**src/design/shlp_pkg.sv**
```systemverilog
// Shared types and constants of the spatial hash table.
package shlp_pkg;

  localparam int unsigned VAL_W     = 16;
  localparam int unsigned POS_W     = 24;
  localparam int unsigned CW_W      = 16;
  localparam int unsigned HASH_W    = 16;
  localparam int unsigned DIV_W     = 26;
  localparam int unsigned DCNT_W    = 5;
  localparam int unsigned RESULT_CAP = 64;
  localparam int unsigned NCNT_W    = 7;
  localparam logic [CW_W-1:0] PITCH_RESET = 16'd15360;
  // Only the low hash bits of each product survive the mask.
  localparam logic [HASH_W-1:0] PRIME_X_LO = 16'hF45D; // 73856093
  localparam logic [HASH_W-1:0] PRIME_Y_LO = 16'hFFB7; // 83492791

  typedef enum logic [1:0] {
    CMD_CLEAR  = 2'd0,
    CMD_INSERT = 2'd1,
    CMD_QUERY  = 2'd2,
    CMD_NBHD   = 2'd3
  } cmd_t;

  typedef enum logic [1:0] {
    F_IDLE,
    F_LOAD,
    F_DIV,
    F_PUSH
  } front_state_t;

  typedef enum logic [2:0] {
    B_INIT,
    B_IDLE,
    B_RD,
    B_CHK,
    B_SWEEP,
    B_FIN
  } back_state_t;

  typedef struct packed {
    cmd_t              op;
    logic [HASH_W-1:0] hash;
    logic [VAL_W-1:0]  value;
    logic              last_cell;
  } task_t;

  typedef struct packed {
    logic [VAL_W-1:0] found_value;
    logic             found;
    logic             last;
    logic             status;
    logic             truncated;
  } res_t;

endpackage

```
**src/design/shlp_div.sv**
```systemverilog
// Two-lane restoring divider: signed dividend by unsigned cell width, one bit per cycle.
module shlp_div (
  input  logic                            clk,
  input  logic                            rst_n,
  input  logic                            start,
  input  logic signed [shlp_pkg::DIV_W-1:0] num_x,
  input  logic signed [shlp_pkg::DIV_W-1:0] num_y,
  input  logic [shlp_pkg::CW_W-1:0]       den,
  output logic                            done,
  output logic [shlp_pkg::HASH_W-1:0]     q_x,
  output logic [shlp_pkg::HASH_W-1:0]     q_y
);
  import shlp_pkg::*;

  logic              busy_r, busy_nxt;
  logic              done_r, done_nxt;
  logic [DCNT_W-1:0] cnt_r, cnt_nxt;
  logic [CW_W-1:0]   den_r;
  logic [1:0]        neg_r;
  logic [DIV_W-1:0]  mag_r [2];
  logic [CW_W-1:0]   rem_r [2];
  logic [DIV_W-1:0]  num_mag [2];
  logic [CW_W:0]     trial [2];

  assign num_mag[0] = num_x[DIV_W-1] ? DIV_W'(-num_x) : DIV_W'(num_x);
  assign num_mag[1] = num_y[DIV_W-1] ? DIV_W'(-num_y) : DIV_W'(num_y);

  always_comb begin
    busy_nxt = busy_r;
    done_nxt = 1'b0;
    cnt_nxt  = cnt_r;
    if (start) begin
      busy_nxt = 1'b1;
      cnt_nxt  = '0;
    end else if (busy_r) begin
      cnt_nxt = cnt_r + DCNT_W'(1);
      if (cnt_r == DCNT_W'(DIV_W - 1)) begin
        busy_nxt = 1'b0;
        done_nxt = 1'b1;
      end
    end
  end

  always_ff @(posedge clk) begin
    if (!rst_n) begin
      busy_r <= 1'b0;
      done_r <= 1'b0;
      cnt_r  <= '0;
    end else begin
      busy_r <= busy_nxt;
      done_r <= done_nxt;
      cnt_r  <= cnt_nxt;
    end
  end

  for (genvar l = 0; l < 2; l++) begin : g_lane
    assign trial[l] = {rem_r[l], mag_r[l][DIV_W-1]};
    always_ff @(posedge clk) begin
      if (start) begin
        mag_r[l] <= num_mag[l];
        rem_r[l] <= '0;
      end else if (busy_r) begin
        if (trial[l] >= {1'b0, den_r}) begin
          rem_r[l] <= CW_W'(trial[l] - {1'b0, den_r});
          mag_r[l] <= {mag_r[l][DIV_W-2:0], 1'b1};
        end else begin
          rem_r[l] <= CW_W'(trial[l]);
          mag_r[l] <= {mag_r[l][DIV_W-2:0], 1'b0};
        end
      end
    end
  end

  always_ff @(posedge clk) begin
    if (start) begin
      den_r <= den;
      neg_r <= {num_y[DIV_W-1], num_x[DIV_W-1]};
    end
  end

  // Truncate toward zero: negate the magnitude quotient for a negative dividend.
  assign q_x  = neg_r[0] ? HASH_W'(-mag_r[0][HASH_W-1:0]) : mag_r[0][HASH_W-1:0];
  assign q_y  = neg_r[1] ? HASH_W'(-mag_r[1][HASH_W-1:0]) : mag_r[1][HASH_W-1:0];
  assign done = done_r;

endmodule

```
**src/design/shlp_front.sv**
```systemverilog
// Front end: accept commands, hash each probed cell and queue the work.
module shlp_front #(
  parameter int unsigned NUM_CELLS = 256
) (
  input  logic                        clk,
  input  logic                        rst_n,
  input  logic                        in_valid,
  output logic                        in_ready,
  input  logic [1:0]                  in_cmd,
  input  logic signed [shlp_pkg::POS_W-1:0] in_pos_x,
  input  logic signed [shlp_pkg::POS_W-1:0] in_pos_y,
  input  logic [shlp_pkg::VAL_W-1:0]  in_value,
  input  logic [shlp_pkg::CW_W-1:0]   pitch,
  input  logic                        init_busy,
  output logic                        task_valid,
  input  logic                        task_ready,
  output shlp_pkg::task_t             task_data
);
  import shlp_pkg::*;

  localparam logic [HASH_W-1:0] HMASK = HASH_W'(NUM_CELLS - 1);

  front_state_t            state_r, state_nxt;
  cmd_t                    cmd_r;
  logic signed [POS_W-1:0] px_r, py_r;
  logic [VAL_W-1:0]        val_r;
  logic [CW_W-1:0]         w_r;
  logic [1:0]              dx_r, dx_nxt, dy_r, dy_nxt;
  logic [HASH_W-1:0]       prodx_r, prody_r;
  logic                    div_start, div_done;
  logic [HASH_W-1:0]       q_x, q_y;
  logic signed [DIV_W-1:0] num_x, num_y, px_ext, py_ext, w_ext;
  logic                    last_cell;
  logic                    accept;

  assign accept = in_valid && in_ready;
  assign px_ext = {{(DIV_W-POS_W){px_r[POS_W-1]}}, px_r};
  assign py_ext = {{(DIV_W-POS_W){py_r[POS_W-1]}}, py_r};
  assign w_ext  = {{(DIV_W-CW_W){1'b0}}, w_r};

  // Step 0 is minus one cell, step 2 plus one cell.
  always_comb begin
    case (dx_r)
      2'd0:    num_x = px_ext - w_ext;
      2'd2:    num_x = px_ext + w_ext;
      default: num_x = px_ext;
    endcase
    case (dy_r)
      2'd0:    num_y = py_ext - w_ext;
      2'd2:    num_y = py_ext + w_ext;
      default: num_y = py_ext;
    endcase
  end

  shlp_div u_div (
    .clk   (clk),
    .rst_n (rst_n),
    .start (div_start),
    .num_x (num_x),
    .num_y (num_y),
    .den   (w_r),
    .done  (div_done),
    .q_x   (q_x),
    .q_y   (q_y)
  );

  assign last_cell = (cmd_r != CMD_NBHD) || (dx_r == 2'd2 && dy_r == 2'd2);

  always_comb begin
    state_nxt  = state_r;
    dx_nxt     = dx_r;
    dy_nxt     = dy_r;
    in_ready   = 1'b0;
    div_start  = 1'b0;
    task_valid = 1'b0;
    task_data.op        = cmd_r;
    task_data.hash      = (prodx_r ^ prody_r) & HMASK;
    task_data.value     = val_r;
    task_data.last_cell = last_cell;
    unique case (state_r)
      F_IDLE: begin
        in_ready = !init_busy;
        if (accept) begin
          state_nxt = (cmd_t'(in_cmd) == CMD_CLEAR) ? F_PUSH : F_LOAD;
          // A single-cell command uses the center offsets.
          dx_nxt = (cmd_t'(in_cmd) == CMD_NBHD) ? 2'd0 : 2'd1;
          dy_nxt = (cmd_t'(in_cmd) == CMD_NBHD) ? 2'd0 : 2'd1;
        end
      end
      F_LOAD: begin
        div_start = 1'b1;
        state_nxt = F_DIV;
      end
      F_DIV: begin
        if (div_done) state_nxt = F_PUSH;
      end
      F_PUSH: begin
        task_valid = 1'b1;
        if (task_ready) begin
          if (last_cell) begin
            state_nxt = F_IDLE;
          end else begin
            state_nxt = F_LOAD;
            if (dx_r == 2'd2) begin
              dx_nxt = 2'd0;
              dy_nxt = dy_r + 2'd1;
            end else begin
              dx_nxt = dx_r + 2'd1;
            end
          end
        end
      end
      default: state_nxt = F_IDLE;
    endcase
  end

  always_ff @(posedge clk) begin
    if (!rst_n) begin
      state_r <= F_IDLE;
      dx_r    <= 2'd1;
      dy_r    <= 2'd1;
    end else begin
      state_r <= state_nxt;
      dx_r    <= dx_nxt;
      dy_r    <= dy_nxt;
    end
  end

  always_ff @(posedge clk) begin
    if (accept) begin
      cmd_r <= cmd_t'(in_cmd);
      px_r  <= in_pos_x;
      py_r  <= in_pos_y;
      val_r <= in_value;
      w_r   <= (pitch == '0) ? CW_W'(1) : pitch;
    end
    if (state_r == F_PUSH && cmd_r == CMD_CLEAR) begin
      prodx_r <= '0;
      prody_r <= '0;
    end else if (div_done) begin
      prodx_r <= HASH_W'(q_x * PRIME_X_LO);
      prody_r <= HASH_W'(q_y * PRIME_Y_LO);
    end
  end

endmodule

```
**config.mk**
```make
export PLATFORM = sky130hd
export DESIGN_NAME = shlp_front
export DESIGN_NICKNAME = d
export VERILOG_FILES = /design/src/design/shlp_pkg.sv /design/src/design/shlp_div.sv /design/src/design/shlp_front.sv
export SDC_FILE = /design/constraint.sdc
export NUM_CORES = 1
export LEC_CHECK = 0
export BUFFER_PORTS_ARGS = -buffer_cell sky130_fd_sc_hd__buf_2
export CORE_MARGIN = 10
export CORE_UTILIZATION = 52
export CTS_CLUSTER_SIZE = 30
export DETAILED_ROUTE_END_ITERATION = 10
export PLACE_DENSITY = 0.73
export SYNTH_ARGS = -nofsm -noshare
export SYNTH_HDL_FRONTEND = slang
export SYNTH_SLANG_ARGS = --single-unit
```
**constraint.sdc**
```tcl
create_clock -name clk -period 4.7 [get_ports clk]
set_clock_uncertainty 0.1 [all_clocks]
set_input_delay 0.94 -clock clk [delete_from_list [all_inputs] [get_ports clk]]
set_output_delay 0.94 -clock clk [all_outputs]
set_load 0.01 [all_outputs]
```
==> results.json <==
{
  "antenna_found_initial": 0,
  "fp-row-count": 64,
  "drive_gt1_share_pct": 24.97,
  "cts-root-buf": "clkbuf_16",
  "drt_iter0_markers": 965,
  "slew_headroom_pct": 27.98,
  "ys.warnings.count": 0,
  "synth_cell_types": 89,
  "gp_congestion": 0.9670,
  "cap_violations": 0,
  "io_buffers": 115,
  "die_x_um": 195.8,
  "synthCells": 1695,
  "min_period_over_period_pct": 99.38,
  "worst_setup_path_start_kind": "flop",
  "crit_path_max_incr_delay_ns": 0.42,
  "start_util_pct": 52.65,
  "max_freq_mhz": 214.1,
  "tightest_slew_ns": 1.076,
  "dp_cells": 2261,
  "hp-start": "prodx_r[6]$_SDFFE_PP0P_",
  "worstHoldEndpoint": "prodx_r[6]$_SDFFE_PP0P_",
  "grt_setup_unrepaired": "yes",
  "cp_max_fo": 8,
  "coreArea_um2": 30510,
  "critical_path_arrival_ns": 4.86,
  "grt_pass1_vias": 12810,
  "grt_max_degree": 70,
  "worst_hold_path.num_cells": 2,
  "hp-class": "flop to flop",
  "synth_top_cell_by_area": "edfxtp_1",
  "crit_buf_inv": 0,
  "overflow": 0,
  "cts_tree": "built",
  "reg2reg_depth": 17,
  "die_area_um2": 38320,
  "crit_type": "flop to flop",
  "cts.clk_slew.worst_paths_ns": 0.06,
  "areaGrowthSynthToFinish_pct": 23.09,
  "routed_wirelength_um": 41920,
  "num_vias": 13520,
  "final_antenna_net_count": 0,
  "instances_no_fill": 2338,
  "crit_slowest_cell": "or3_4",
  "clockBufferDepth": 3,
  "placed_cell_area_um2": 17830,
  "io_pins": 124,
  "crit_chain": "nor3_2 > nand2_1 > or3_4 > nor3b_4 > nand2_2 > nor2_4 > nor2_1 > ha_1 > a21o_1 > a21o_1 > a21o_1 > o41ai_4 > o211ai_2 > or3_4 > and2_4 > mux2i_1 > mux2_4",
  "grt_usage_pct": 20.06,
  "firstDrtPassIters": 5,
  "diodes": 0,
  "rr_startpoint": "w_r[2]$_SDFFCE_PN0P_",
  "clock-sinks": 213,
  "detail_route.drc_violations": 0,
  "synth_edf_count": 184,
  "required_ns": 4.89,
  "fillCellCount": 2383,
  "final_area_um2": 19770,
  "setup_violations": 0,
  "p_per_area_nw_per_um2": 805.3,
  "post-dp-hpwl_um": 31270,
  "status": "finished clean",
  "power.leakage_uw": 0.008150,
  "syn_area_per_cell_um2": 9.477,
  "synth.area.top_cells": "edfxtp_1 (34%), ha_1 (10%), xnor2_1 (4.5%), nor2_1 (3.8%), a21oi_1 (3.6%)",
  "grt_pass1_wl_um": 65180,
  "crit_family": "simple AND/OR/NAND/NOR gates",
  "nNetsFinal": 2160,
  "synth_flop_cell": "edfxtp_1",
  "cp-end-kind": "flop",
  "async_reset_ff_share_pct": 0,
  "vias_per_cell": 5.781,
  "numCtsBuffers": 25,
  "finalMaxSlewViolations": 0,
  "dp_slack_ns": -0.1905,
  "reg2reg_slack_ns": 0.03,
  "finalHoldViolations": 0,
  "cp_common_cell": "a21o_1",
  "wl_per_cell_um": 17.93,
  "die_h_um": 195.8,
  "max-vdd-ir-drop_mv": 0.9640,
  "ys_seq_area_share_pct": 38.01,
  "reg2reg_to": "u_div.mag_r[1][1]$_DFFE_PP_",
  "synth-seq-cells": 213,
  "synth_top_area_share_pct": 34.40,
  "synthesis.area_um2": 16060,
  "min_period_ns": 4.671,
  "insertion_delay_ns": 0.54,
  "htreeDepth": 1,
  "setup_ws_ns": 0.02919
}
## synthesized netlist by cell type, types with 12 or more instances
cell and n:
nand4_1 21, a211oi_1 24, mux2i_1 56, xnor2_1 83
o21a_1 17, nand2b_1 18, ha_1 132, o211ai_1 17
nand2_1 138, a21o_1 30, nor3_1 35, o21ai_0 83
inv_1 106, a21oi_1 116, nor2b_1 15, edfxtp_1 184
nand3_1 31, o31ai_1 12, or3_1 15, fa_1 18
clkbuf_1 58, dfxtp_1 29, xor2_1 62, nor2_1 164
## cells in the final DEF (no fill, tap or decap), types with 14 or more instances in the layout
master     synthesis  routed
o21ai_0           83      66
o21ai_1            7      20
nand3_1           31      23
mux2i_1           56      54
a21oi_1          116      94
a21o_1            30      30
edfxtp_1         184     184
xor2_1            62      60
nor2b_1           15      14
o211ai_1          17      17
inv_1            106      96
nor2_1           164     162
a21oi_2            0      17
dfxtp_1           29      29
clkbuf_16          0      26
nand2_1          138     133
xnor2_1           83      75
nor3_1            35      30
ha_1             132     125
a211oi_1          24      21
nand4_1           21      21
fa_1              18      18
nand2b_1          18      16
o21a_1            17      17
buf_2              9     115
buf_4              9     153
## kinds of logic (layout without fill, tap and decap cells)
family	count (synthesis)	in the layout	share of synthesized area (%)
buffers and inverters	192	432	4.876
and+or+nand+nor	528	528	16.29
adders and majority gates	150	150	12.52
AOI/OAI and AO/OA	405	405	16.54
xor gates and xnor gates	145	145	7.906
DFF	213	213	38.01
muxes	61	61	3.840
other	1	8	0.02334
## routing by layer
| metal | global-route usage [%] | share of wire [%] | vias to the layer above |
|---|---|---|---|
| li1 | - | - | 6614 |
| met4 | 4.157 | 2.4 | 0 |
| met5 | 0 | 0 | - |
| met2 | 32.10 | 45 | 407 |
| met1 | 28.28 | 46 | 6431 |
| met3 | 2.762 | 6.3 | 63 |
## per-stage QoR
stage | hold slack [ns] | TNS [ns] | util [%] | power (uW)
final | 0.3998 | 0 | 64.81 | 15920
after global routing | 0.4236 | -4.666 | 64.81 | 17370
after CTS | 0.4038 | 0 | 61.30 | 14920
after detailed placement | 0.3960 | -3.052 | 58.44 | 12630
after global placement | 0.3840 | -0.1115 | 58.44 | 12270
after floorplan | 0.3244 | 0 | - | 10080
## worst max path at each step
stage	from	endpoint	slack (ns)	cells after the start
after floorplan	w_r[0]$_SDFFCE_PN1P_	u_div.mag_r[1][1]$_DFFE_PP_	0.02	20
after global placement	w_r[0]$_SDFFCE_PN1P_	u_div.mag_r[1][23]$_DFFE_PP_	-0.03	18
after detailed placement	w_r[0]$_SDFFCE_PN1P_	u_div.mag_r[1][17]$_DFFE_PP_	-0.19	17
after CTS	w_r[0]$_SDFFCE_PN1P_	u_div.mag_r[1][19]$_DFFE_PP_	0.005	18
after global routing	w_r[1]$_SDFFCE_PN0P_	u_div.mag_r[0][18]$_DFFE_PP_	-0.20	21
final	w_r[2]$_SDFFCE_PN0P_	u_div.mag_r[1][1]$_DFFE_PP_	0.03	17
## worst register-to-register path, cell delays in order (launching register included)
cell      delay [ns]
edfxtp_1        0.40
nor3_2          0.24
nand2_1         0.12
or3_4           0.37
nor3b_4         0.26
nand2_2         0.12
nor2_4          0.26
nor2_1          0.09
ha_1            0.30
a21o_1          0.20
a21o_1          0.19
a21o_1          0.20
o41ai_4         0.37
o211ai_2        0.12
or3_4           0.42
and2_4          0.25
mux2i_1         0.14
mux2_4          0.27
## registers in the layout, indices dropped and copies added, names as in the netlist, 16 cells and up
signal and count:
w_r 16, u_div.den_r 16, val_r 16, px_r 24
u_div.mag_r 52, u_div.rem_r 32, py_r 24
## power breakdown
group          switching, uW  internal, uW
clock                    791          1140
sequential               369          2850
combinational           5760          5020
total                   6920          9010
## area by class of cell
class | count | area (um2) | share of cell area (%)
clock buffers | 29 | 640.6 | 3.240
inverters | 107 | 420.4 | 2.126
repair buffers | 279 | 1874 | 9.479
flip-flops and latches | 213 | 6106 | 30.88
well taps | 396 | 495.5 | 2.506
multi-input cells | 1297 | 10060 | 50.90
clock inverters | 17 | 171.4 | 0.8669
## what timing repair did
action	in CTS	in global routing
endpoints found under the setup margin	29	50
setup buffers	1	28
gates resized for setup	11	176
pin swaps	6	106
gates cloned	0	2
hold buffers	0	0
No activity file was read; power rests on OpenSTA's default activity.
