## src/design/shlp_pkg.sv

```systemverilog
// Shared types and constants of the spatial hash table.
package shlp_pkg;

  localparam int unsigned VAL_W     = 16;
  localparam int unsigned POS_W     = 24;
  localparam int unsigned CW_W      = 16;
  localparam int unsigned HASH_W    = 16;
  localparam int unsigned DIV_W     = 26;
  localparam int unsigned DCNT_W    = 5;
  localparam int unsigned RESULT_CAP = 64;
  localparam int unsigned NCNT_W    = 7;
  localparam logic [CW_W-1:0] PITCH_RESET = 16'd15360;
  // Only the low hash bits of each product survive the mask.
  localparam logic [HASH_W-1:0] PRIME_X_LO = 16'hF45D; // 73856093
  localparam logic [HASH_W-1:0] PRIME_Y_LO = 16'hFFB7; // 83492791

  typedef enum logic [1:0] {
    CMD_CLEAR  = 2'd0,
    CMD_INSERT = 2'd1,
    CMD_QUERY  = 2'd2,
    CMD_NBHD   = 2'd3
  } cmd_t;

  typedef enum logic [1:0] {
    F_IDLE,
    F_LOAD,
    F_DIV,
    F_PUSH
  } front_state_t;

  typedef enum logic [2:0] {
    B_INIT,
    B_IDLE,
    B_RD,
    B_CHK,
    B_SWEEP,
    B_FIN
  } back_state_t;

  typedef struct packed {
    cmd_t              op;
    logic [HASH_W-1:0] hash;
    logic [VAL_W-1:0]  value;
    logic              last_cell;
  } task_t;

  typedef struct packed {
    logic [VAL_W-1:0] found_value;
    logic             found;
    logic             last;
    logic             status;
    logic             truncated;
  } res_t;

endpackage

```

## src/design/shlp_fifo.sv

```systemverilog
// Short queue of hashed work words between front and back.
module shlp_fifo #(
  parameter int unsigned DEPTH = 4
) (
  input  logic            clk,
  input  logic            rst_n,
  input  logic            push_valid,
  output logic            push_ready,
  input  shlp_pkg::task_t push_data,
  output logic            pop_valid,
  input  logic            pop_ready,
  output shlp_pkg::task_t pop_data
);
  import shlp_pkg::*;

  localparam int unsigned PTR_W = (DEPTH > 1) ? $clog2(DEPTH) : 1;
  localparam int unsigned CNT_W = $clog2(DEPTH + 1);

  task_t             q_mem [DEPTH];
  logic [PTR_W-1:0]  wr_r, rd_r;
  logic [CNT_W-1:0]  cnt_r;
  logic              do_push, do_pop;

  assign push_ready = (cnt_r != CNT_W'(DEPTH));
  assign pop_valid  = (cnt_r != '0);
  assign do_push    = push_valid && push_ready;
  assign do_pop     = pop_valid && pop_ready;
  assign pop_data   = q_mem[rd_r];

  always_ff @(posedge clk) begin
    if (!rst_n) begin
      wr_r  <= '0;
      rd_r  <= '0;
      cnt_r <= '0;
    end else begin
      if (do_push) wr_r <= (wr_r == PTR_W'(DEPTH - 1)) ? '0 : wr_r + PTR_W'(1);
      if (do_pop)  rd_r <= (rd_r == PTR_W'(DEPTH - 1)) ? '0 : rd_r + PTR_W'(1);
      if (do_push && !do_pop)      cnt_r <= cnt_r + CNT_W'(1);
      else if (do_pop && !do_push) cnt_r <= cnt_r - CNT_W'(1);
    end
  end

  always_ff @(posedge clk) begin
    if (do_push) q_mem[wr_r] <= push_data;
  end

endmodule

```

## config.mk

```make
export PLATFORM = sky130hd
export DESIGN_NAME = shlp_fifo
export DESIGN_NICKNAME = d
export VERILOG_FILES = /design/src/design/shlp_pkg.sv /design/src/design/shlp_fifo.sv
export SDC_FILE = /design/constraint.sdc
export NUM_CORES = 1
export LEC_CHECK = 0
export BUFFER_PORTS_ARGS = -buffer_cell sky130_fd_sc_hd__buf_4
export CORE_AREA = 2 2 121 123
export DETAILED_ROUTE_END_ITERATION = 10
export DIE_AREA = 0 0 123 125
export SYNTH_ARGS = -nofsm -noshare
export SYNTH_HDL_FRONTEND = slang
export SYNTH_SLANG_ARGS = --single-unit
```

## constraint.sdc

```tcl
create_clock -name clk -period 3.1 [get_ports clk]
set_input_delay 0.155 -clock clk [delete_from_list [all_inputs] [get_ports clk]]
set_output_delay 0.155 -clock clk [all_outputs]
set_load 0.02 [all_outputs]
```

==> impl_metrics.env, run 1 <==
export IMPL_wl_mm=9.70
export IMPL_postSynthAreaPerCell_um2=23.6
export IMPL_dr_pass1_iters=4
export IMPL_nets=402
export IMPL_maxCapViolations=0
export IMPL_met1Wirelength_mm=4.32
export IMPL_cts_tree="built"
export IMPL_r2r_cells=7
export IMPL_path_clk_slew_ns=0.06
export IMPL_dp_hpwl_mm=5.47
export IMPL_met3_length_um=409
export IMPL_final_setup_tns_ns=0
export IMPL_crit_type="reg2reg"
export IMPL_dieArea_um2=15400
export IMPL_crit_chain="o31ai_1, ha_1, inv_1, fa_1, xor2_1, or3_2, a21boi_0"
export IMPL_path_buf_inv=1
export IMPL_grt_max_degree=36
export IMPL_postCtsSetupRepairBufs=0
export IMPL_worstPathMaxFanout=5
export IMPL_powerDensity_nw_per_um2=848
export IMPL_whs_ns=0.0283
export IMPL_worstSetupEndpointType="register"
export IMPL_vias_per_cell=4.86
export IMPL_status="completed"
export IMPL_min_from="push_valid"
export IMPL_drcViolationCount=0
export IMPL_rr_startpoint="cnt_r[0]"
export IMPL_min_period_ns=2.41
export IMPL_rsz0062_at_grt="false"
export IMPL_syn_num_nets=280
export IMPL_gp_congestion=0.735
export IMPL_crit_family="compound AO/OA/AOI/OAI gates"
export IMPL_worst_pin_slew_ns=0.999
export IMPL_cts_max_level=4
export IMPL_wl_met2_mm=4.86
export IMPL_wire_per_inst_um=17.5
export IMPL_grt_pass1_vias=2955
export IMPL_ys_top_cells_by_area="edfxtp_1 76%, mux4_2 14%, dfxtp_1 3.3%, ha_1 1.4%, and3_2 0.54%"
export IMPL_worstPathArrival_ns=2.76
export IMPL_seqCellArea_um2=4390
export IMPL_fmaxAchievable_mhz=414
export IMPL_drtAntennaViolNets=0
export IMPL_clk_latency_ns=0.41
export IMPL_hold_path_class="in2reg"
export IMPL_cts_made_buffers=17
export IMPL_synth_cells=234
export IMPL_area_growth_syn_to_layout_pct=31.7
export IMPL_cp_slowest_stage_delay_ns=0.51
export IMPL_leakage_nw=2.52
export IMPL_cts_root_buf="clkbuf_16"
export IMPL_ios=76
export IMPL_ys_types=27
export IMPL_synth_top_cell_area_share_pct=76.1
export IMPL_rows=44
export IMPL_drive_gt1_share_pct=41.5
export IMPL_crit_required_ns=3.44
export IMPL_synth_seq_area_share_pct=79.3
export IMPL_synthFlopType="edfxtp_1"
export IMPL_cp_depth=7
export IMPL_fill_cells=1171
export IMPL_top_layer="met4"
export IMPL_core_um2=14200
export IMPL_synthArstFlopShare_pct=0
export IMPL_drtIter0Drc=170
export IMPL_via_count=2685
export IMPL_fp_dieH_um=125
export IMPL_post_cts_resized=0
export IMPL_synth_area_um2=5530
export IMPL_slew_viol_final=0
export IMPL_initial_core_util_pct=38.9
export IMPL_synth_top_area_cell="edfxtp_1"
export IMPL_clk_path_buf_depth=2
export IMPL_hold_depth=3
export IMPL_multi_input_area_um2=1070
export IMPL_start_kind="register"
export IMPL_ys_warn_count=0
export IMPL_finalClockSkew_ns=0.00673
export IMPL_ys_ff_latch=149
export IMPL_hold_viol=0
export IMPL_setup_viol_count_final=0
export IMPL_synth_edff_count=140
export IMPL_relSlewSlack_pct=33.4
export IMPL_cpMaxStageDelayCell="o31ai_1"
export IMPL_antennaDiodeCount=0
export IMPL_synth_common_cells="140 x edfxtp_1, 35 x mux4_2, 9 x dfxtp_1"
export IMPL_peakVddDrop_uv=442
export IMPL_finalCritPeriodShare_pct=77.9
export IMPL_startpoint="cnt_r[0]"
export IMPL_grt_pass1_wl_mm=15.3
export IMPL_cts_sinks=149
export IMPL_track_usage_pct=13.8
export IMPL_numPortBuffers=75
export IMPL_antenna_found_initial=0
export IMPL_chipWidth_um=123
export IMPL_fin_util_pct=51.2
export IMPL_grt_remaining_overflow=0
export IMPL_synth_most_common_cell="edfxtp_1"
per-stage QoR:
stage	instances	setup WS (ns)	power [W]	area, um2
finish	553	0.685	0.00617	7280
global route	553	0.411	0.00645	7280
CTS	553	0.618	0.00626	7280
detailed placement	486	0.637	0.00406	6300
global placement	486	0.796	0.00404	6300
floorplan	234	0.896	0.00350	5530
state kept, by name, indices dropped and copies added (netlist names), named ones only:
signal	count
cnt_r	3
q_mem	140
rd_r	2
wr_r	2
timing repair:
action	in CTS	in global routing
setup endpoints to repair	0	0
hold buffers	35	0
hold endpoints to repair	140	0
kinds of logic (layout without fill, tap and decap cells):
| logic type | count (synthesis) | count (layout) | synth area share (%) |
|---|---|---|---|
| compound gates | 6 | 6 | 0.634 |
| buf+inv | 13 | 148 | 1.27 |
| xor+xnor | 2 | 2 | 0.317 |
| fa+ha+maj | 7 | 7 | 1.72 |
| flops | 149 | 149 | 79.3 |
| mux | 37 | 37 | 14.6 |
| simple gates | 20 | 20 | 2.13 |
path summary, 6_finish.rpt:
| check | end | slack (ns) |
|---|---|---|
| setup / recovery | cnt_r[2] | 0.69 |
| hold / removal | wr_r[0] | 0.03 |
| setup reg to reg | cnt_r[2] | 0.69 |
| hold reg to reg | wr_r[1] | 0.51 |
power breakdown:
group | switching [W] | internal [W] | total (W)
combinational | 0.000714 | 0.000712 | 0.00143
sequential | 0.000144 | 0.00245 | 0.00259
clock | 0.000798 | 0.00135 | 0.00215
worst min-delay path, cell delays in order:
cell	delay, ns
buf_4	0.11
nand4_1	0.07
o21ai_1	0.07
routing by layer:
layer,up-vias,GRT usage [%]
met5,-,0
met4,0,5.15
met3,9,5.29
met2,68,21.9
met1,1381,17.2
li1,1227,-
cells in the final DEF (no fill, tap or decap), types with 2 or more instances in the layout:
master / instances
edfxtp_1: 140
buf_4: 77
mux4_2: 35
dlygate4sd3_1: 35
clkbuf_16: 17
dfxtp_1: 7
ha_1: 6
nand2_1: 5
and3_2: 4
bufinv_16: 4
clkinv_4: 4
inv_1: 3
o21ai_0: 3
inv_6: 3
or3_2: 2
nor2_1: 2
nand3_1: 2
mux2i_1: 2
dfxtp_2: 2
clkinv_2: 2
layout make-up:
| cell class | instances | share of cell area, % |
|---|---|---|
| repair buffers | 113 | 13.0 |
| clock buffers | 17 | 5.84 |
| flip-flops and latches | 149 | 60.3 |
| clock inverters | 15 | 2.78 |
| multi-input cells | 72 | 14.7 |
| inverters | 3 | 0.155 |
| well taps | 184 | 3.16 |
Note: power is estimated with default switching activity, not from simulation.
==> inputs of run 2 (changes only) <==
==> constraint.sdc (replaced) <==
create_clock -name clk -period 2.35 [get_ports clk]
set_input_delay 0.1175 -clock clk [delete_from_list [all_inputs] [get_ports clk]]
set_output_delay 0.1175 -clock clk [all_outputs]
set_load 0.02 [all_outputs]
==> run 2 against run 1 <==
Net effect:
- first-iteration DRC count increased by 4.7%
- clock power is 28% higher
- die area unchanged
- combinational power increased by 38%
- largest power group unchanged
==> impl_metrics.env, run 2 (synthesis results as in run 1) <==
export IMPL_via_count=2653
export IMPL_chipWidth_um=123
export IMPL_dp_cells=488
export IMPL_cts_sinks=149
export IMPL_fin_cells=557
export IMPL_startpoint="cnt_r[2]"
export IMPL_endpoint="cnt_r[2]"
export IMPL_peakVddDrop_uv=565
export IMPL_clk_path_buf_depth=2
export IMPL_postCtsSetupRepairBufs=0
export IMPL_cpMaxStageDelayCell="dfxtp_1"
export IMPL_crit_type="reg2reg"
export IMPL_reg_top3="q_mem: 140 flops, cnt_r: 3 flops"
export IMPL_leakage_nw=2.52
export IMPL_cts_tree="built"
export IMPL_gp_congestion=0.687
export IMPL_status="completed"
export IMPL_crit_required_ns=2.68
export IMPL_whs_ns=0.144
export IMPL_ios=76
export IMPL_r2r_setup_slack_ns=0.09
export IMPL_drive_gt1_share_pct=42.1
export IMPL_powerDensity_nw_per_um2=1110
export IMPL_drtIter0Drc=178
export IMPL_drcViolationCount=0
export IMPL_antenna_found_initial=0
export IMPL_grt_pass1_wl_mm=15.1
export IMPL_area_growth_syn_to_layout_pct=32.3
export IMPL_fin_util_pct=51.5
export IMPL_grt_pass1_vias=2902
export IMPL_finalClockSkew_ns=0.0123
export IMPL_worstPathArrival_ns=2.58
export IMPL_dr_pass1_iters=4
export IMPL_final_common_cell="edfxtp_1"
export IMPL_grt_remaining_overflow=0
export IMPL_path_clk_slew_ns=0.06
export IMPL_initial_core_util_pct=38.9
export IMPL_hold_path_class="in2reg"
export IMPL_crit_chain="or3b_1, and2_4, ha_1, inv_1, fa_1, xor2_1, or3_2, a21boi_0"
export IMPL_dieArea_um2=15400
export IMPL_fmaxAchievable_mhz=443
export IMPL_timing_rr_end="cnt_r[2]"
export IMPL_setup_ws_ns=0.0942
export IMPL_cp_slowest_stage_delay_ns=0.43
export IMPL_worstPathMaxFanout=5
export IMPL_numPortBuffers=75
export IMPL_nets=406
export IMPL_hold_viol=0
export IMPL_cts_made_buffers=17
export IMPL_cts_root_buf="clkbuf_16"
export IMPL_wire_per_inst_um=17.6
export IMPL_rr_startpoint="cnt_r[2]"
export IMPL_worstSetupEndpointType="register"
export IMPL_hold_depth=4
export IMPL_wl_mm=9.79
export IMPL_worst_pin_slew_ns=1.01
export IMPL_antennaDiodeCount=0
export IMPL_r2r_cells=8
export IMPL_final_setup_tns_ns=0
export IMPL_dp_slack_ns=0.0681
export IMPL_rows=44
export IMPL_largest_register_ffs=140
export IMPL_setup_viol_count_final=0
export IMPL_vias_per_cell=4.76
export IMPL_regMostFlops="q_mem"
export IMPL_min_period_ns=2.26
export IMPL_track_usage_pct=13.8
export IMPL_clk_latency_ns=0.41
export IMPL_maxCapViolations=0
export IMPL_start_kind="register"
export IMPL_drtAntennaViolNets=0
export IMPL_core_um2=14200
export IMPL_relSlewSlack_pct=32.6
export IMPL_finalCritPeriodShare_pct=96.0
export IMPL_dp_hpwl_mm=5.51
export IMPL_grt_max_degree=36
export IMPL_fp_dieH_um=125
export IMPL_final_cell_mix="140 x edfxtp_1, 79 x buf_4, 37 x dlygate4sd3_1, 35 x mux4_2, 17 x clkbuf_16"
export IMPL_slew_viol_final=0
export IMPL_cts_max_level=4
## run 2: power breakdown
part	switching (W)	internal, W
logic	0.00102	0.000961
registers	0.000127	0.00324
clock network	0.000995	0.00177
## run 2: worst min-delay path by stage
| stage | slack (ns) | from | end |
|---|---|---|---|
| 2_1_floorplan | 0.22 | push_data[0] | q_mem[0][0] |
| 3_3_place_gp | 0.32 | push_data[25] | q_mem[2][25] |
| 3_5_place_dp | 0.32 | push_data[34] | q_mem[3][34] |
| 4_1_cts | 0.18 | pop_ready | register |
| 5_1_grt | 0.17 | pop_ready | register |
| 6_report | 0.14 | pop_ready | register |
## run 2: cell type report
type	instances	area, um2
fill	1152	6890
sequential	149	4390
multi-input combinational	72	1090
timing repair buffer	117	983
clock buffer	18	429
tap	184	230
clock inverter	14	184
inverter	3	11.3
## run 2: stage by stage
| step | total power [W] | instance area [um2] |
|---|---|---|
| 2_1_floorplan | 0.00462 | 5530 |
| 3_3_place_gp | 0.00533 | 6310 |
| 6_report | 0.00810 | 7310 |
| 4_1_cts | 0.00821 | 7300 |
| 3_5_place_dp | 0.00538 | 6310 |
| 5_1_grt | 0.00847 | 7310 |
## run 2: what timing repair did
item / in CTS / in global routing
setup endpoints to repair: 0 / 1
gates resized for setup: 0 / 4
endpoints found under the hold margin: 142 / 0
hold buffers: 37 / 0
## run 2: worst max-delay path, delay by kind of cell (launching register included)
family / cells / cell delay (ns)
DFF: 1 / 0.43
adders and majority gates: 2 / 0.39
and+or+nand+nor: 3 / 1.00
xor gates and xnor gates: 1 / 0.08
buffers and inverters: 1 / 0.07
AOI/OAI and AO/OA: 1 / 0.20
## run 2: metal layers
metal,vias to the layer above,track usage (%),share of wire (%)
met1,1343,16.5,42
met3,14,3.92,4.9
met2,64,22.4,51
met5,-,0,0
met4,0,7.42,1.9
li1,1232,-,-
==> inputs of run 3 (changes only) <==
--- a/config.mk
+++ b/config.mk
@@ -5,10 +5,11 @@
 export SDC_FILE = /design/constraint.sdc
 export NUM_CORES = 1
 export LEC_CHECK = 0
+export ABC_AREA = 1
 export BUFFER_PORTS_ARGS = -buffer_cell sky130_fd_sc_hd__buf_4
-export CORE_AREA = 2 2 121 123
+export CORE_AREA = 2 2 123 125
 export DETAILED_ROUTE_END_ITERATION = 10
-export DIE_AREA = 0 0 123 125
+export DIE_AREA = 0 0 125 127
 export SYNTH_ARGS = -nofsm -noshare
 export SYNTH_HDL_FRONTEND = slang
 export SYNTH_SLANG_ARGS = --single-unit
==> run 3 against run 2 <==
Net effect:
- hold slack worse by 0.038 ns
- final area up 0.38%
- clock skew down 0.0068 ns
- first-iteration DRC count up 48%
- synthesized cell count up 74%
- largest cell class unchanged
- register-to-register slack better by 0.34 ns
- core utilization down 0.60 points
==> impl_metrics.env, run 3 <==
export IMPL_relSlewSlack_pct=57.9
export IMPL_syn_num_nets=454
export IMPL_synth_area_um2=5670
export IMPL_cp_slowest_stage_delay_ns=0.50
export IMPL_wl_mm=11.7
export IMPL_path_clk_slew_ns=0.06
export IMPL_cts_sinks=149
export IMPL_worst_pin_slew_ns=0.631
export IMPL_cts_root_buf="clkbuf_16"
export IMPL_synth_most_common_cell="edfxtp_1"
export IMPL_grt_pass1_wl_mm=18.5
export IMPL_fill_cells=1254
export IMPL_worstSetupEndpointType="output port"
export IMPL_initial_core_util_pct=39.3
export IMPL_grt_remaining_overflow=0
export IMPL_ys_types=19
export IMPL_ys_ff_latch=149
export IMPL_whs_ns=0.105
export IMPL_fin_util_pct=50.9
export IMPL_antennaDiodeCount=0
export IMPL_drive_gt1_share_pct=21.6
export IMPL_leakage_nw=2.66
export IMPL_regMostFlops="q_mem"
export IMPL_maxCapViolations=0
export IMPL_fmaxAchievable_mhz=473
export IMPL_synth_seq_area_share_pct=77.3
export IMPL_area_growth_syn_to_layout_pct=29.5
export IMPL_hold_path_class="in2reg"
export IMPL_worstPathArrival_ns=2.00
export IMPL_synth_top_cell_area_share_pct=74.2
export IMPL_fp_dieH_um=127
export IMPL_final_cell_mix="140 x edfxtp_1, 84 x buf_4, 83 x nor2_1, 51 x o21ai_0, 37 x dlygate4sd3_1"
export IMPL_clk_path_buf_depth=2
export IMPL_powerDensity_nw_per_um2=1120
export IMPL_post_cts_resized=0
export IMPL_reg_top3="q_mem: 140 flops, cnt_r: 3 flops"
export IMPL_clk_latency_ns=0.41
export IMPL_cpMaxStageDelayCell="inv_2"
export IMPL_cts_made_buffers=17
export IMPL_track_usage_pct=15.3
export IMPL_drtAntennaViolNets=0
export IMPL_gp_congestion=0.738
export IMPL_synth_cells=408
export IMPL_vias_per_cell=4.96
export IMPL_crit_type="reg2out"
export IMPL_numPortBuffers=75
export IMPL_worstPathMaxFanout=35
export IMPL_finalCritPeriodShare_pct=90.1
export IMPL_min_period_ns=2.12
export IMPL_crit_required_ns=2.23
export IMPL_slew_viol_final=0
export IMPL_antenna_found_initial=0
export IMPL_synth_top_area_cell="edfxtp_1"
export IMPL_ios=76
export IMPL_ys_top_cells_by_area="edfxtp_1 74%, nor2_1 5.8%, o21ai_0 4.5%, o22ai_1 3.9%, dfxtp_1 3.2%"
export IMPL_largest_register_ffs=140
export IMPL_cts_tree="built"
export IMPL_dp_cells=658
export IMPL_peakVddDrop_uv=620
export IMPL_chipWidth_um=125
export IMPL_drcViolationCount=0
export IMPL_final_setup_tns_ns=0
export IMPL_fin_cells=725
export IMPL_synthFlopType="edfxtp_1"
export IMPL_postSynthAreaPerCell_um2=13.9
export IMPL_grt_max_degree=71
export IMPL_via_count=3593
export IMPL_core_um2=14400
export IMPL_rows=44
export IMPL_drtIter0Drc=263
export IMPL_ys_warn_count=0
export IMPL_hold_viol=0
export IMPL_dr_pass1_iters=4
export IMPL_rsz0062_at_grt="false"
export IMPL_seqCellArea_um2=4390
export IMPL_dp_slack_ns=0.457
export IMPL_start_kind="register"
export IMPL_cts_max_level=4
export IMPL_wire_per_inst_um=16.1
export IMPL_synth_edff_count=140
export IMPL_synth_common_cells="140 x edfxtp_1, 87 x nor2_1, 51 x o21ai_0"
export IMPL_nets=576
export IMPL_grt_pass1_vias=3664
export IMPL_multi_input_area_um2=1120
export IMPL_status="completed"
export IMPL_setup_ws_ns=0.234
export IMPL_setup_viol_count_final=0
export IMPL_final_common_cell="edfxtp_1"
export IMPL_dieArea_um2=15900
export IMPL_synthArstFlopShare_pct=0
export IMPL_crit_chain="inv_2, o21ai_0, o22ai_1, buf_4"
export IMPL_finalClockSkew_ns=0.00556
export IMPL_postCtsSetupRepairBufs=0
export IMPL_dp_hpwl_mm=6.63
-- run 3: metal layers --
metal,part of all wire (%),track usage (%),up-vias
li1,-,-,1740
met1,43,18.6,1734
met2,50,25.5,107
met3,6.1,4.65,12
met4,1.3,6.41,0
met5,0,0,-
-- run 3: critical path: cells and delay by family (launching register included) --
family / cells / cell delay, ns
buf+inv: 2 / 0.70
compound gates: 2 / 0.44
flops: 1 / 0.42
-- run 3: logic make-up (layout without fill, tap and decap cells) --
| logic type | count (synthesis) | count (layout) | share of synthesized area [%] |
|---|---|---|---|
| buf+inv | 38 | 171 | 3.46 |
| fa+ha+maj | 7 | 7 | 1.68 |
| flops | 149 | 149 | 77.3 |
| simple gates | 105 | 105 | 7.13 |
| compound gates | 109 | 109 | 10.4 |
-- run 3: final timing paths --
check,start,depth (start not counted),slack (ns),endpoint
worst max register to register,cnt_r[1],12,0.43,cnt_r[2]
worst min register to register,cnt_r[0],2,0.52,cnt_r[0]
worst max-delay path,register,4,0.23,pop_data[2]
worst min-delay path,pop_ready,4,0.11,register
-- run 3: cell type report --
class | count | area share, %
clock inverters | 10 | 0.579
repair buffers | 124 | 14.5
inverters | 17 | 0.903
well taps | 184 | 3.14
multi-input cells | 221 | 15.2
flip-flops and latches | 149 | 59.7
clock buffers | 20 | 5.95
-- run 3: stage by stage --
stage / cell area, um2 / total power [W]
floorplan: 5670 / 0.00498
global placement: 6490 / 0.00598
detailed placement: 6490 / 0.00603
CTS: 7340 / 0.00831
global route: 7340 / 0.00866
finish: 7340 / 0.00823
-- run 3: where the power goes --
part,total [W],switching (W),leakage (nW),internal (W)
clock network,0.00222,0.000913,0.238,0.00130
logic,0.00264,0.00166,1.06,0.000985
registers,0.00337,0.000124,1.36,0.00325
-- run 3: timing repair --
action / in CTS / in global routing
setup endpoints to repair: 0 / 0
hold buffers: 37 / 0
endpoints found under the hold margin: 146 / 0
